<file path="config.mk">
export PLATFORM = sky130hd
export DESIGN_NAME = single_wire_humidity_sensor_reader
export DESIGN_NICKNAME = d
export VERILOG_FILES = /design/src/rtl/swhr_pkg.sv /design/src/rtl/swhr_regs.sv /design/src/rtl/swhr_seq.sv /design/src/rtl/single_wire_humidity_sensor_reader.sv
export SDC_FILE = /design/constraint.sdc
export NUM_CORES = 1
export LEC_CHECK = 0
export ABC_AREA = 0
export CAP_MARGIN = 20
export CORE_MARGIN = 2
export CORE_UTILIZATION = 50
export CTS_CLUSTER_DIAMETER = 200
export DETAILED_ROUTE_END_ITERATION = 6
export DONT_BUFFER_PORTS = 1
export GPL_TIMING_DRIVEN = 0
export HOLD_SLACK_MARGIN = 0.1
export PLACE_DENSITY = 0.74
export SYNTH_ARGS = -nofsm -noshare
export SYNTH_HDL_FRONTEND = slang
export SYNTH_SLANG_ARGS = --single-unit
</file>
<file path="constraint.sdc">
create_clock -name i_clk -period 41.7 [get_ports i_clk]
set_clock_uncertainty 0.05 [all_clocks]
set_input_delay 4.17 -clock i_clk [delete_from_list [all_inputs] [get_ports i_clk]]
set_output_delay 4.17 -clock i_clk [all_outputs]
set_load 0.05 [all_outputs]
</file>
<file path="src/rtl/swhr_pkg.sv">
// Types and constants shared by the humidity sensor reader modules.
`timescale 1ns / 1ps

package swhr_pkg;

    localparam int FRAME_BITS   = 40;
    localparam int BITS_W       = $clog2(FRAME_BITS + 1);
    localparam int TICKS_W      = 16;
    localparam int RUN_W        = 9;
    localparam int EDGE_W       = 7;
    localparam int SCALED_W     = 18;
    localparam int SCALE_FACTOR = 1000;
    localparam int HANDSHAKE_EDGES = 4;

    localparam int ADDR_W = 4;
    localparam int DATA_W = 32;

    // Register indexes (byte address / 4)
    localparam logic [1:0] REG_BIT_THRESHOLD    = 2'd0;
    localparam logic [1:0] REG_TIMEOUT_LIMIT    = 2'd1;
    localparam logic [1:0] REG_START_LOW_TICKS  = 2'd2;
    localparam logic [1:0] REG_START_HIGH_TICKS = 2'd3;

    localparam logic [7:0]  RST_BIT_THRESHOLD    = 8'd15;
    localparam logic [7:0]  RST_TIMEOUT_LIMIT    = 8'd255;
    localparam logic [15:0] RST_START_LOW_TICKS  = 16'd18000;
    localparam logic [7:0]  RST_START_HIGH_TICKS = 8'd40;

    // Line drive codes
    localparam logic [1:0] DRV_RELEASE = 2'd0;
    localparam logic [1:0] DRV_LOW     = 2'd1;
    localparam logic [1:0] DRV_HIGH    = 2'd2;

    typedef enum logic [1:0] {
        PH_IDLE,
        PH_LOW,
        PH_HIGH,
        PH_LISTEN
    } t_phase;

    typedef enum logic [1:0] {
        ST_OK      = 2'd0,
        ST_TIMEOUT = 2'd1,
        ST_CKSUM   = 2'd2
    } t_status;

    typedef struct packed {
        logic [7:0]  bit_threshold;
        logic [7:0]  timeout_limit;
        logic [15:0] start_low_ticks;
        logic [7:0]  start_high_ticks;
    } t_cfg;

    typedef struct packed {
        logic start_req;
        logic line_level;
    } t_in_beat;

    typedef struct packed {
        logic [1:0]          line_drive;
        logic                busy_res;
        logic                done_res;
        logic [1:0]          status;
        logic [7:0]          humidity_whole;
        logic [7:0]          humidity_frac;
        logic [7:0]          temperature_whole;
        logic [7:0]          temperature_frac;
        logic [SCALED_W-1:0] humidity_scaled;
        logic [SCALED_W-1:0] temperature_scaled;
    } t_out_beat;

endpackage

</file>
<file path="src/rtl/swhr_regs.sv">
// Configuration register file behind the APB-style port.
`timescale 1ns / 1ps

module swhr_regs import swhr_pkg::*; (
    input  logic              i_clk,
    input  logic              i_rst_n,
    input  logic              psel,
    input  logic              penable,
    input  logic              pwrite,
    input  logic [ADDR_W-1:0] paddr,
    input  logic [DATA_W-1:0] pwdata,
    output logic [DATA_W-1:0] prdata,
    output logic              pready,
    output t_cfg              o_cfg
);

    t_cfg       r_cfg;
    logic [1:0] idx;
    logic       wr_en;

    assign idx    = paddr[3:2];
    assign wr_en  = psel && penable && pwrite;
    assign pready = 1'b1;
    assign o_cfg  = r_cfg;

    always_ff @(posedge i_clk) begin
        if (!i_rst_n) begin
            r_cfg.bit_threshold    <= RST_BIT_THRESHOLD;
            r_cfg.timeout_limit    <= RST_TIMEOUT_LIMIT;
            r_cfg.start_low_ticks  <= RST_START_LOW_TICKS;
            r_cfg.start_high_ticks <= RST_START_HIGH_TICKS;
        end else if (wr_en) begin
            unique case (idx)
                REG_BIT_THRESHOLD:    r_cfg.bit_threshold    <= pwdata[7:0];
                REG_TIMEOUT_LIMIT:    r_cfg.timeout_limit    <= pwdata[7:0];
                REG_START_LOW_TICKS:  r_cfg.start_low_ticks  <= pwdata[15:0];
                REG_START_HIGH_TICKS: r_cfg.start_high_ticks <= pwdata[7:0];
                default: ;
            endcase
        end
    end

    always_comb begin
        unique case (idx)
            REG_BIT_THRESHOLD:    prdata = {24'd0, r_cfg.bit_threshold};
            REG_TIMEOUT_LIMIT:    prdata = {24'd0, r_cfg.timeout_limit};
            REG_START_LOW_TICKS:  prdata = {16'd0, r_cfg.start_low_ticks};
            REG_START_HIGH_TICKS: prdata = {24'd0, r_cfg.start_high_ticks};
            default:              prdata = '0;
        endcase
    end

endmodule

</file>
<file path="src/rtl/swhr_seq.sv">
// Tick sequencer: drive phases, edge timing, bit capture and checksum.
`timescale 1ns / 1ps

module swhr_seq import swhr_pkg::*; (
    input  logic      i_clk,
    input  logic      i_rst_n,
    input  logic      i_step,
    input  t_in_beat  i_in,
    input  t_cfg      i_cfg,
    output t_out_beat o_result
);

    t_phase                r_phase,       n_phase;
    logic [TICKS_W-1:0]    r_phase_ticks, n_phase_ticks;
    logic                  r_prev,        n_prev;
    logic [EDGE_W-1:0]     r_edge,        n_edge;
    logic [RUN_W-1:0]      r_run,         n_run;
    logic [BITS_W-1:0]     r_bits,        n_bits;
    logic [FRAME_BITS-1:0] r_frame,       n_frame;
    logic [31:0]           r_stored,      n_stored;
    t_status               r_status,      n_status;

    logic       v_used;
    logic       v_done;
    logic [1:0] v_drive;
    logic [7:0] v_sum;

    always_ff @(posedge i_clk) begin
        if (!i_rst_n) begin
            r_phase       <= PH_IDLE;
            r_phase_ticks <= '0;
            r_prev        <= 1'b1;
            r_edge        <= '0;
            r_run         <= '0;
            r_bits        <= '0;
            r_frame       <= '0;
            r_stored      <= '0;
            r_status      <= ST_OK;
        end else if (i_step) begin
            r_phase       <= n_phase;
            r_phase_ticks <= n_phase_ticks;
            r_prev        <= n_prev;
            r_edge        <= n_edge;
            r_run         <= n_run;
            r_bits        <= n_bits;
            r_frame       <= n_frame;
            r_stored      <= n_stored;
            r_status      <= n_status;
        end
    end

    always_comb begin
        n_phase       = r_phase;
        n_phase_ticks = r_phase_ticks;
        n_prev        = r_prev;
        n_edge        = r_edge;
        n_run         = r_run;
        n_bits        = r_bits;
        n_frame       = r_frame;
        n_stored      = r_stored;
        n_status      = r_status;
        v_used        = 1'b0;
        v_done        = 1'b0;
        v_drive       = DRV_RELEASE;
        v_sum         = '0;

        if (r_phase == PH_IDLE && i_in.start_req) begin
            n_phase       = PH_LOW;
            n_phase_ticks = '0;
        end

        if (n_phase == PH_LOW) begin
            if (n_phase_ticks >= i_cfg.start_low_ticks) begin
                n_phase       = PH_HIGH;
                n_phase_ticks = '0;
            end else begin
                v_drive       = DRV_LOW;
                n_phase_ticks = n_phase_ticks + 1'b1;
                v_used        = 1'b1;
            end
        end

        if (!v_used && n_phase == PH_HIGH) begin
            if (n_phase_ticks >= {8'd0, i_cfg.start_high_ticks}) begin
                n_phase       = PH_LISTEN;
                n_phase_ticks = '0;
                n_prev        = 1'b1;
                n_edge        = '0;
                n_run         = '0;
                n_bits        = '0;
                n_frame       = '0;
            end else begin
                v_drive       = DRV_HIGH;
                n_phase_ticks = n_phase_ticks + 1'b1;
                v_used        = 1'b1;
            end
        end

        if (!v_used && n_phase == PH_LISTEN) begin
            if (i_in.line_level == n_prev) begin
                // level held: count, saturating, and check the limit
                if (n_run != {RUN_W{1'b1}}) begin
                    n_run = n_run + 1'b1;
                end
                if (n_run > {1'b0, i_cfg.timeout_limit}) begin
                    n_phase  = PH_IDLE;
                    n_status = ST_TIMEOUT;
                    v_done   = 1'b1;
                end
            end else begin
                // past the handshake, a falling edge closes a high phase
                if (n_edge >= EDGE_W'(HANDSHAKE_EDGES) && !n_edge[0]
                        && n_bits < BITS_W'(FRAME_BITS)) begin
                    n_frame = {n_frame[FRAME_BITS-2:0], n_run >= {1'b0, i_cfg.bit_threshold}};
                    n_bits  = n_bits + 1'b1;
                end
                if (n_bits >= BITS_W'(FRAME_BITS)) begin
                    v_sum = n_frame[39:32] + n_frame[31:24] + n_frame[23:16] + n_frame[15:8];
                    if (v_sum != n_frame[7:0]) begin
                        n_status = ST_CKSUM;
                    end else begin
                        n_stored = n_frame[FRAME_BITS-1:8];
                        n_status = ST_OK;
                    end
                    n_phase = PH_IDLE;
                    v_done  = 1'b1;
                end else begin
                    n_prev = i_in.line_level;
                    if (n_edge != {EDGE_W{1'b1}}) begin
                        n_edge = n_edge + 1'b1;
                    end
                    n_run = RUN_W'(1);
                end
            end
        end
    end

    always_comb begin
        o_result.line_drive         = v_drive;
        o_result.busy_res           = (n_phase != PH_IDLE);
        o_result.done_res           = v_done;
        o_result.status             = n_status;
        o_result.humidity_whole     = n_stored[31:24];
        o_result.humidity_frac      = n_stored[23:16];
        o_result.temperature_whole  = n_stored[15:8];
        o_result.temperature_frac   = n_stored[7:0];
        o_result.humidity_scaled    = SCALED_W'(n_stored[31:24]) * SCALED_W'(SCALE_FACTOR)
                                      + SCALED_W'(n_stored[23:16]);
        o_result.temperature_scaled = SCALED_W'(n_stored[15:8]) * SCALED_W'(SCALE_FACTOR)
                                      + SCALED_W'(n_stored[7:0]);
    end

endmodule

</file>
<file path="src/rtl/single_wire_humidity_sensor_reader.sv">
// Top level of the single-wire humidity and temperature sensor reader.
//
//   channel   direction  handshake                      beat
//   in        inbound    i_in_valid / o_in_stall        one microsecond tick
//   out       outbound   o_out_valid / i_out_stall      one result per tick
//   config    inbound    psel / penable / pwrite        one register write
//
// Every input beat yields exactly one result beat. An input beat is taken every cycle
// unless the input side stalls; the sequencer state and the output register advance on the
// same edge, so the result shows in the cycle after its tick is accepted.
// Reset is synchronous, active low: it clears the sequencer state, the status and
// the stored reading, and loads the register defaults.
// While a result waits on a stalled output, the input side stalls too; no beat is lost.
`timescale 1ns / 1ps

module single_wire_humidity_sensor_reader import swhr_pkg::*; (
    input  logic              i_clk,
    input  logic              i_rst_n,
    // tick input
    input  logic              i_in_valid,
    output logic              o_in_stall,
    input  t_in_beat          i_in,
    // result output
    output logic              o_out_valid,
    input  logic              i_out_stall,
    output t_out_beat         o_out,
    // configuration
    input  logic              psel,
    input  logic              penable,
    input  logic              pwrite,
    input  logic [ADDR_W-1:0] paddr,
    input  logic [DATA_W-1:0] pwdata,
    output logic [DATA_W-1:0] prdata,
    output logic              pready
);

    t_cfg      cfg;
    t_out_beat result;
    logic      step;

    t_out_beat r_out;
    logic      r_out_valid;

    // Hold the input whenever the output register is full and not being drained.
    assign o_in_stall  = r_out_valid && i_out_stall;
    assign step        = i_in_valid && !o_in_stall;
    assign o_out_valid = r_out_valid;
    assign o_out       = r_out;

    swhr_regs u_regs (
        .i_clk   (i_clk),
        .i_rst_n (i_rst_n),
        .psel    (psel),
        .penable (penable),
        .pwrite  (pwrite),
        .paddr   (paddr),
        .pwdata  (pwdata),
        .prdata  (prdata),
        .pready  (pready),
        .o_cfg   (cfg)
    );

    // Advance the sequencer by one tick per accepted beat.
    swhr_seq u_seq (
        .i_clk    (i_clk),
        .i_rst_n  (i_rst_n),
        .i_step   (step),
        .i_in     (i_in),
        .i_cfg    (cfg),
        .o_result (result)
    );

    // Output register: load on every accepted tick, drop valid once taken.
    always_ff @(posedge i_clk) begin
        if (!i_rst_n) begin
            r_out_valid <= 1'b0;
        end else if (step) begin
            r_out_valid <= 1'b1;
        end else if (!i_out_stall) begin
            r_out_valid <= 1'b0;
        end
    end

    always_ff @(posedge i_clk) begin
        if (step) begin
            r_out <= result;
        end
    end

endmodule

</file>
# Word-level counts from Yosys, hierarchy flattened
# Index checks and enable logic that the tools add are counted.
[totals] input_bits=45 reg_bits=230
[classes] magnitude_cmp=7 reduce_logical=20 n_addsub=10 n_mul=2 n_eq_ne=11 n_mux=70
[op_table] op="2-to-1 mux 40 bit" n=7
[op_table] op="2-to-1 mux 32 bit" n=4
[op_table] op="case mux 32 bit (4 select lines)" n=1
[op_table] op="2-to-1 mux 16 bit" n=5
[op_table] op="2-to-1 mux 9 bit" n=8
[op_table] op="2-to-1 mux 6 bit" n=7
[op_table] op="2-to-1 mux 7 bit" n=6
[op_table] op="adder 18 x 8 -> 18 bit" n=2
[op_table] op="2-to-1 mux 2 bit" n=17
[op_table] op="adder 16 x 1 -> 16 bit, second input constant" n=2
[op_table] op="multiplier 8 x 7 -> 15 bit, second input constant" n=2
[op_table] op="adder 8 bit" n=3
[op_table] op=">= comparator 16 bit" n=1
[op_table] op=">= comparator 16 x 8 -> 1 bit" n=1
[op_table] op="2-to-1 mux 1 bit" n=15
[op_table] op="adder 9 x 1 -> 9 bit, second input constant" n=1
[op_table] op=">= comparator 9 x 8 -> 1 bit" n=1
[op_table] op="> comparator 9 x 8 -> 1 bit" n=1
[op_table] op="logical AND 1 bit" n=9
[op_table] op="!= test 9 bit, second input constant" n=1
[op_table] op="equality test 2 bit, second input constant" n=4
[op_table] op="!= test 8 bit" n=1
[op_table] op="AND reduction 2 bit" n=4
[op_table] op="adder 7 x 1 -> 7 bit, second input constant" n=1
[op_table] op="other kinds (11)" n=16

# Depth between registers and ports, before layout
[logic_depth] depth_word=25 mapped_depth=60 mapped_depth_nobuf=54

# Modules after synthesis
# Synthesis repeated with hierarchy kept, for this count alone.
[unflattened] cells_unflattened=1848 hier_area_um2=16545.9
[by_module_without_submodules] module="swhr_seq" seq_area_each_um2=2302.2 cells_each=1560 n_inst=1 area_each_um2=12311.8
[by_module_without_submodules] module="single_wire_humidity_sensor_reader" seq_area_each_um2=2242.2 cells_each=78 n_inst=1 area_each_um2=2264.7
[by_module_without_submodules] module="swhr_regs" seq_area_each_um2=800.8 cells_each=210 n_inst=1 area_each_um2=1969.4

# Least setup slack after synthesis
# No wires, ideal clock.
[synth_path] path_kind="input port to flip-flop" startpoint="input port i_in[1] (netlist bit)" endpoint="register r_out, in the netlist o_out[17], data pin" setup_time_ps=260 t_required_ps=41390 arrival_ps=16226 setup_slack_ps=25165 n_path_buf=7 path_stages=59 path_cell_list="or3b_1 -> buf_2 -> clkbuf_1 -> and2_1 -> ha_1 -> nor2b_1 -> o211ai_1 -> a311oi_1 -> nor3_1 -> a21oi_1 -> clkbuf_1 -> nor2_1 -> ha_1 -> a21oi_1 -> and2_1 -> o21ai_0 -> nand2_1 -> a311o_1 -> [... 23 more ...] -> ha_1 -> ha_1 -> xor2_1 -> ha_1 -> fa_1 -> inv_1 -> fa_1 -> inv_1 -> ha_1 -> o21ai_0 -> a21boi_0 -> o21ai_0 -> a21oi_1 -> o21ai_0 -> or4b_2 -> o311ai_0 -> nand3_1 -> xnor2_1"
[synth_rtl] item="start, declared" line="single_wire_humidity_sensor_reader.sv:22" text="input t_in_beat i_in,"
[synth_rtl] item="end signal, assigned" line="single_wire_humidity_sensor_reader.sv:86" text="r_out <= result;"
[synth_rtl] item="end, declared" line="single_wire_humidity_sensor_reader.sv:41" text="t_out_beat r_out;"

==> flow_summary.html <==
<table>
<tr><th>Metric</th><th>Value</th></tr>
<tr><th colspan="2">Run status</th></tr>
<tr><td>Result of the run</td><td>finished clean</td></tr>
<tr><th colspan="2">Placed design</th></tr>
<tr><td>Minimum setup slack after placement</td><td>22.40 ns</td></tr>
<tr><td>HPWL after detailed placement</td><td>31500 µm</td></tr>
<tr><td>Port-buffer cells</td><td>0</td></tr>
<tr><td>Placed cell areas</td><td>0.0165 mm²</td></tr>
<tr><td>Final weighted congestion of routability-driven global placement</td><td>0.966</td></tr>
<tr><td>Total instance count after detailed placement</td><td>2204</td></tr>
<tr><th colspan="2">Logic synthesis</th></tr>
<tr><td>Top FF cell, synth</td><td>sky130_fd_sc_hd__dfxtp_1</td></tr>
<tr><td>Asr flop ratio synth</td><td>0%</td></tr>
<tr><td>Leading area contributor after synthesis</td><td>sky130_fd_sc_hd__dfxtp_1</td></tr>
<tr><td>Cell types occupying the most area after synthesis</td><td>sky130_fd_sc_hd__dfxtp_1 (20%), sky130_fd_sc_hd__edfxtp_1 (13%), sky130_fd_sc_hd__ha_1 (11%), sky130_fd_sc_hd__fa_1 (7.2%), sky130_fd_sc_hd__a21oi_1 (4.8%)</td></tr>
<tr><td>Number of library cell types mapped by synthesis</td><td>93</td></tr>
<tr><td>Share of the synthesized area in the top cell type</td><td>19.7%</td></tr>
<tr><td>Total of flip-flops plus latches after synthesis</td><td>224</td></tr>
<tr><td>Syn Area/Cell</td><td>8.88 µm²</td></tr>
<tr><td>Number of flops mapped to enable cells by yosys</td><td>68</td></tr>
<tr><td>Cell with the most instances after synthesis</td><td>sky130_fd_sc_hd__nand2_1</td></tr>
<tr><td>Synth warn</td><td>0</td></tr>
<tr><td>Leading cell types by count after synthesis</td><td>sky130_fd_sc_hd__nand2_1 (198), sky130_fd_sc_hd__inv_1 (172), sky130_fd_sc_hd__dfxtp_1 (156)</td></tr>
<tr><td>Share of synthesized area occupied by flip-flops and latches</td><td>32.6%</td></tr>
<tr><td>Post-synth design cell area</td><td>0.0159 mm²</td></tr>
<tr><td>Synthesized instance count</td><td>1786</td></tr>
<tr><th colspan="2">Routing</th></tr>
<tr><td>DRC Markers</td><td>0</td></tr>
<tr><td>Routed via count divided by cell count</td><td>5.87</td></tr>
<tr><td>Post-detailed-route wirelength per cell</td><td>18.4 µm</td></tr>
<tr><td>DR WL met2</td><td>19000 µm</td></tr>
<tr><td>Number of violations reported at the end of detailed-routing iteration 0</td><td>1182</td></tr>
<tr><td>Total via count in the routed design</td><td>13224</td></tr>
<tr><td>Met3 wire length</td><td>3360 µm</td></tr>
<tr><td>Detailed-router iteration count before antenna repair</td><td>5</td></tr>
<tr><td>Post-Route WL</td><td>41500 µm</td></tr>
<tr><td>Number of nets still failing antenna checks after routing</td><td>0</td></tr>
<tr><td>Sum of routed wire segments on met1</td><td>17800 µm</td></tr>
<tr><td>Highest metal layer used by the detailed router</td><td>met4</td></tr>
<tr><th colspan="2">CTS</th></tr>
<tr><td>Clock slew at reported path FFs</td><td>0.06 ns</td></tr>
<tr><td>Sink Count</td><td>224</td></tr>
<tr><td>Clock tree buffer depth</td><td>3</td></tr>
<tr><td>Cell at the root of the clock tree</td><td>sky130_fd_sc_hd__clkbuf_16</td></tr>
<tr><td>Clock latency at the later pin of the worst-skew pair</td><td>0.55 ns</td></tr>
<tr><td>Clock tree from TritonCTS</td><td>built</td></tr>
<tr><td>Number of levels in the clock H-tree</td><td>1</td></tr>
<tr><td>Cts-stage hold buffer count</td><td>0</td></tr>
<tr><td>Clock buffers created by TritonCTS</td><td>26</td></tr>
<tr><td>Setup Buffers After CTS</td><td>0</td></tr>
<tr><td>Number of gates resized after CTS</td><td>0</td></tr>
<tr><th colspan="2">STA</th></tr>
<tr><td>Setup violators final</td><td>0</td></tr>
<tr><td>Final TNS setup</td><td>0 ns</td></tr>
<tr><td>Peak clock frequency supported by timing</td><td>52.7 MHz</td></tr>
<tr><td>Endpoints failing hold</td><td>0</td></tr>
<tr><td>Worst-margin pin slew</td><td>1.06 ns</td></tr>
<tr><td>Relative max-transition margin</td><td>28.8%</td></tr>
<tr><td>Total count of max-transition violations in the final report</td><td>0</td></tr>
<tr><td>RSZ-0062 raised after global routing</td><td>no</td></tr>
<tr><td>Period minus WS final</td><td>18.97 ns</td></tr>
<tr><td>Final worst setup slack</td><td>22.73 ns</td></tr>
<tr><td>Final worst-path cycle share</td><td>45.5%</td></tr>
<tr><td>Worst Hold Slack</td><td>0.417 ns</td></tr>
<tr><th colspan="2">Finish</th></tr>
<tr><td>Final Instance Count excl. Fillers</td><td>2252</td></tr>
<tr><td>Final-layout fill cell count</td><td>2823</td></tr>
<tr><td>Number of antenna repair diodes</td><td>0</td></tr>
<tr><td>Post-synthesis to final-layout area growth</td><td>9.57%</td></tr>
<tr><td>Proportion of layout cells with a drive suffix above 1</td><td>7.57%</td></tr>
<tr><td>Final design utilization</td><td>55.4%</td></tr>
<tr><td>Final design instance area without fill</td><td>0.0174 mm²</td></tr>
<tr><td>Net count, final</td><td>2073</td></tr>
<tr><th colspan="2">Worst setup path</th></tr>
<tr><td>Crit Path Max Fanout</td><td>10</td></tr>
<tr><td>Cell family with most CP delay</td><td>adder cells</td></tr>
<tr><td>Arrival time of data at the critical path endpoint</td><td>19.21 ns</td></tr>
<tr><td>Slowest stage delay, CP</td><td>0.85 ns</td></tr>
<tr><td>Number of buffer and inverter instances along the worst setup path</td><td>9</td></tr>
<tr><td>Crit-path slowest cell</td><td>sky130_fd_sc_hd__nor3_1</td></tr>
<tr><td>Critical Path Start Type</td><td>primary input</td></tr>
<tr><td>Type of destination of the critical path</td><td>register</td></tr>
<tr><td>Setup Crit Path Kind</td><td>primary input to register</td></tr>
<tr><td>Required time worst endpoint</td><td>41.94 ns</td></tr>
<tr><th colspan="2">Floorplanning</th></tr>
<tr><td>Vert. Die Dim</td><td>182 µm</td></tr>
<tr><td>Die X-Extent</td><td>182 µm</td></tr>
<tr><td>Initial core utilization</td><td>50.5%</td></tr>
<tr><td>Number of top-level design ports</td><td>154</td></tr>
<tr><td>Area of the core</td><td>0.0314 mm²</td></tr>
<tr><td>Area enclosed by the die boundary</td><td>0.0332 mm²</td></tr>
<tr><td>Count of standard-cell rows</td><td>65</td></tr>
<tr><th colspan="2">GRT</th></tr>
<tr><td>Number of global-route vias before repair</td><td>12885</td></tr>
<tr><td>Global route total overflow</td><td>0</td></tr>
<tr><td>GRT Util Overall</td><td>24.9%</td></tr>
<tr><td>Global-route wire length before repair</td><td>67100 µm</td></tr>
<tr><td>Initial antenna violation count</td><td>0</td></tr>
<tr><td>Pin count of the biggest net entering global routing</td><td>47</td></tr>
<tr><th colspan="2">Flow run</th></tr>
<tr><td>Reported max-cap violation count</td><td>0</td></tr>
<tr><th colspan="2">Power and ir drop</th></tr>
<tr><td>Clock share of power</td><td>47.6%</td></tr>
<tr><td>Static Leak</td><td>7.63 nW</td></tr>
<tr><td>Final Power</td><td>0.520 mW</td></tr>
<tr><td>Proportion of total power due to net switching</td><td>25.8%</td></tr>
<tr><td>Internal power</td><td>0.386 mW</td></tr>
<tr><td>Cell Pwr Density</td><td>29.9 mW/mm²</td></tr>
<tr><td>Sequential fraction of design power</td><td>46.7%</td></tr>
<tr><td>Combinational fraction of design power</td><td>5.6%</td></tr>
<tr><td>Switching pwr</td><td>0.134 mW</td></tr>
<tr><td>Worst-case vdd ir drop</td><td>28.3 µV</td></tr>
<tr><th colspan="2">Min path</th></tr>
<tr><td>Worst min-delay path class</td><td>register to register</td></tr>
</table>
## flip-flops by register name (all words and copies together) (netlist names), 6 cells and up
| signal | flops |
|---|---|
| u_seq.r_bits | 6 |
| o_out | 68 |
| u_seq.r_edge | 7 |
| u_seq.r_stored | 32 |
| u_seq.r_frame | 40 |
| u_seq.r_phase_ticks | 16 |
| u_seq.r_run | 9 |
| u_regs.o_cfg | 40 |
## worst paths after layout
check / startpoint / endpoint / slack, ns / cells after the start
min: u_regs.o_cfg[19] / u_regs.o_cfg[19] / 0.42 / 2
max: i_in[1] / o_out[17] / 22.73 / 53
min reg2reg: u_regs.o_cfg[19] / u_regs.o_cfg[19] / 0.42 / 2
max reg2reg: u_seq.r_phase[0] / o_out[17] / 25.84 / 54
## logic make-up after synthesis
kind of cell / Yosys count / synth area share (%)
other: 2 / 0.0473
DFF: 224 / 32.6
muxes: 39 / 3.17
AOI/OAI and AO/OA: 420 / 16.9
adders and majority gates: 198 / 18.3
xor gates and xnor gates: 90 / 4.97
buffers and inverters: 281 / 7.62
and+or+nand+nor: 532 / 16.4
## power groups by stage
stage          combinational (mW)  clock, mW  sequential [mW]
6_report                   0.0292      0.247            0.243
5_1_grt                    0.0310      0.259            0.243
2_1_floorplan              0.0221          0            0.247
3_3_place_gp               0.0281          0            0.248
3_5_place_dp               0.0288          0            0.248
4_1_cts                    0.0289      0.251            0.243
## cell type report
| type | count | area [µm²] | share of cell area, % |
|---|---|---|---|
| inverter | 177 | 664 | 3.82 |
| multi-input combinational | 1296 | 9550 | 54.9 |
| tap | 402 | 503 | 2.89 |
| clock buffer | 31 | 689 | 3.97 |
| sequential | 224 | 5160 | 29.7 |
| buffer | 104 | 548 | 3.15 |
| timing repair buffer | 1 | 27.5 | 0.158 |
| clock inverter | 17 | 239 | 1.37 |
## worst min-delay path, cell delays in order, from the launching register on
cell                      delay (ns)
sky130_fd_sc_hd__dfxtp_1        0.32
sky130_fd_sc_hd__nand2_1        0.05
sky130_fd_sc_hd__a21oi_1        0.05
## metal layers
layer	up-vias	GRT usage, %
met5	-	0
met4	0	8.19
met3	96	4.05
met2	544	40.8
met1	6290	33.8
li1	6294	-
## cell usage in the layout (no fill, tap or decap), drive strengths merged, types with 9 or more instances in the layout
| master | n |
|---|---|
| edfxtp | 68 |
| nand3 | 78 |
| nand4 | 18 |
| mux2i | 24 |
| a21o | 28 |
| xnor2 | 54 |
| o211ai | 22 |
| dfxtp | 156 |
| nor2 | 92 |
| nand2 | 198 |
| a31oi | 10 |
| xor2 | 36 |
| and3 | 21 |
| inv | 178 |
| a21oi | 152 |
| nor2b | 9 |
| and2 | 35 |
| clkbuf | 81 |
| clkinv | 10 |
| o21ai | 90 |
| fa | 57 |
| nor3 | 28 |
| ha | 141 |
| a22o | 41 |
| conb | 17 |
| buf | 55 |
(Power assumes the default switching activity.)
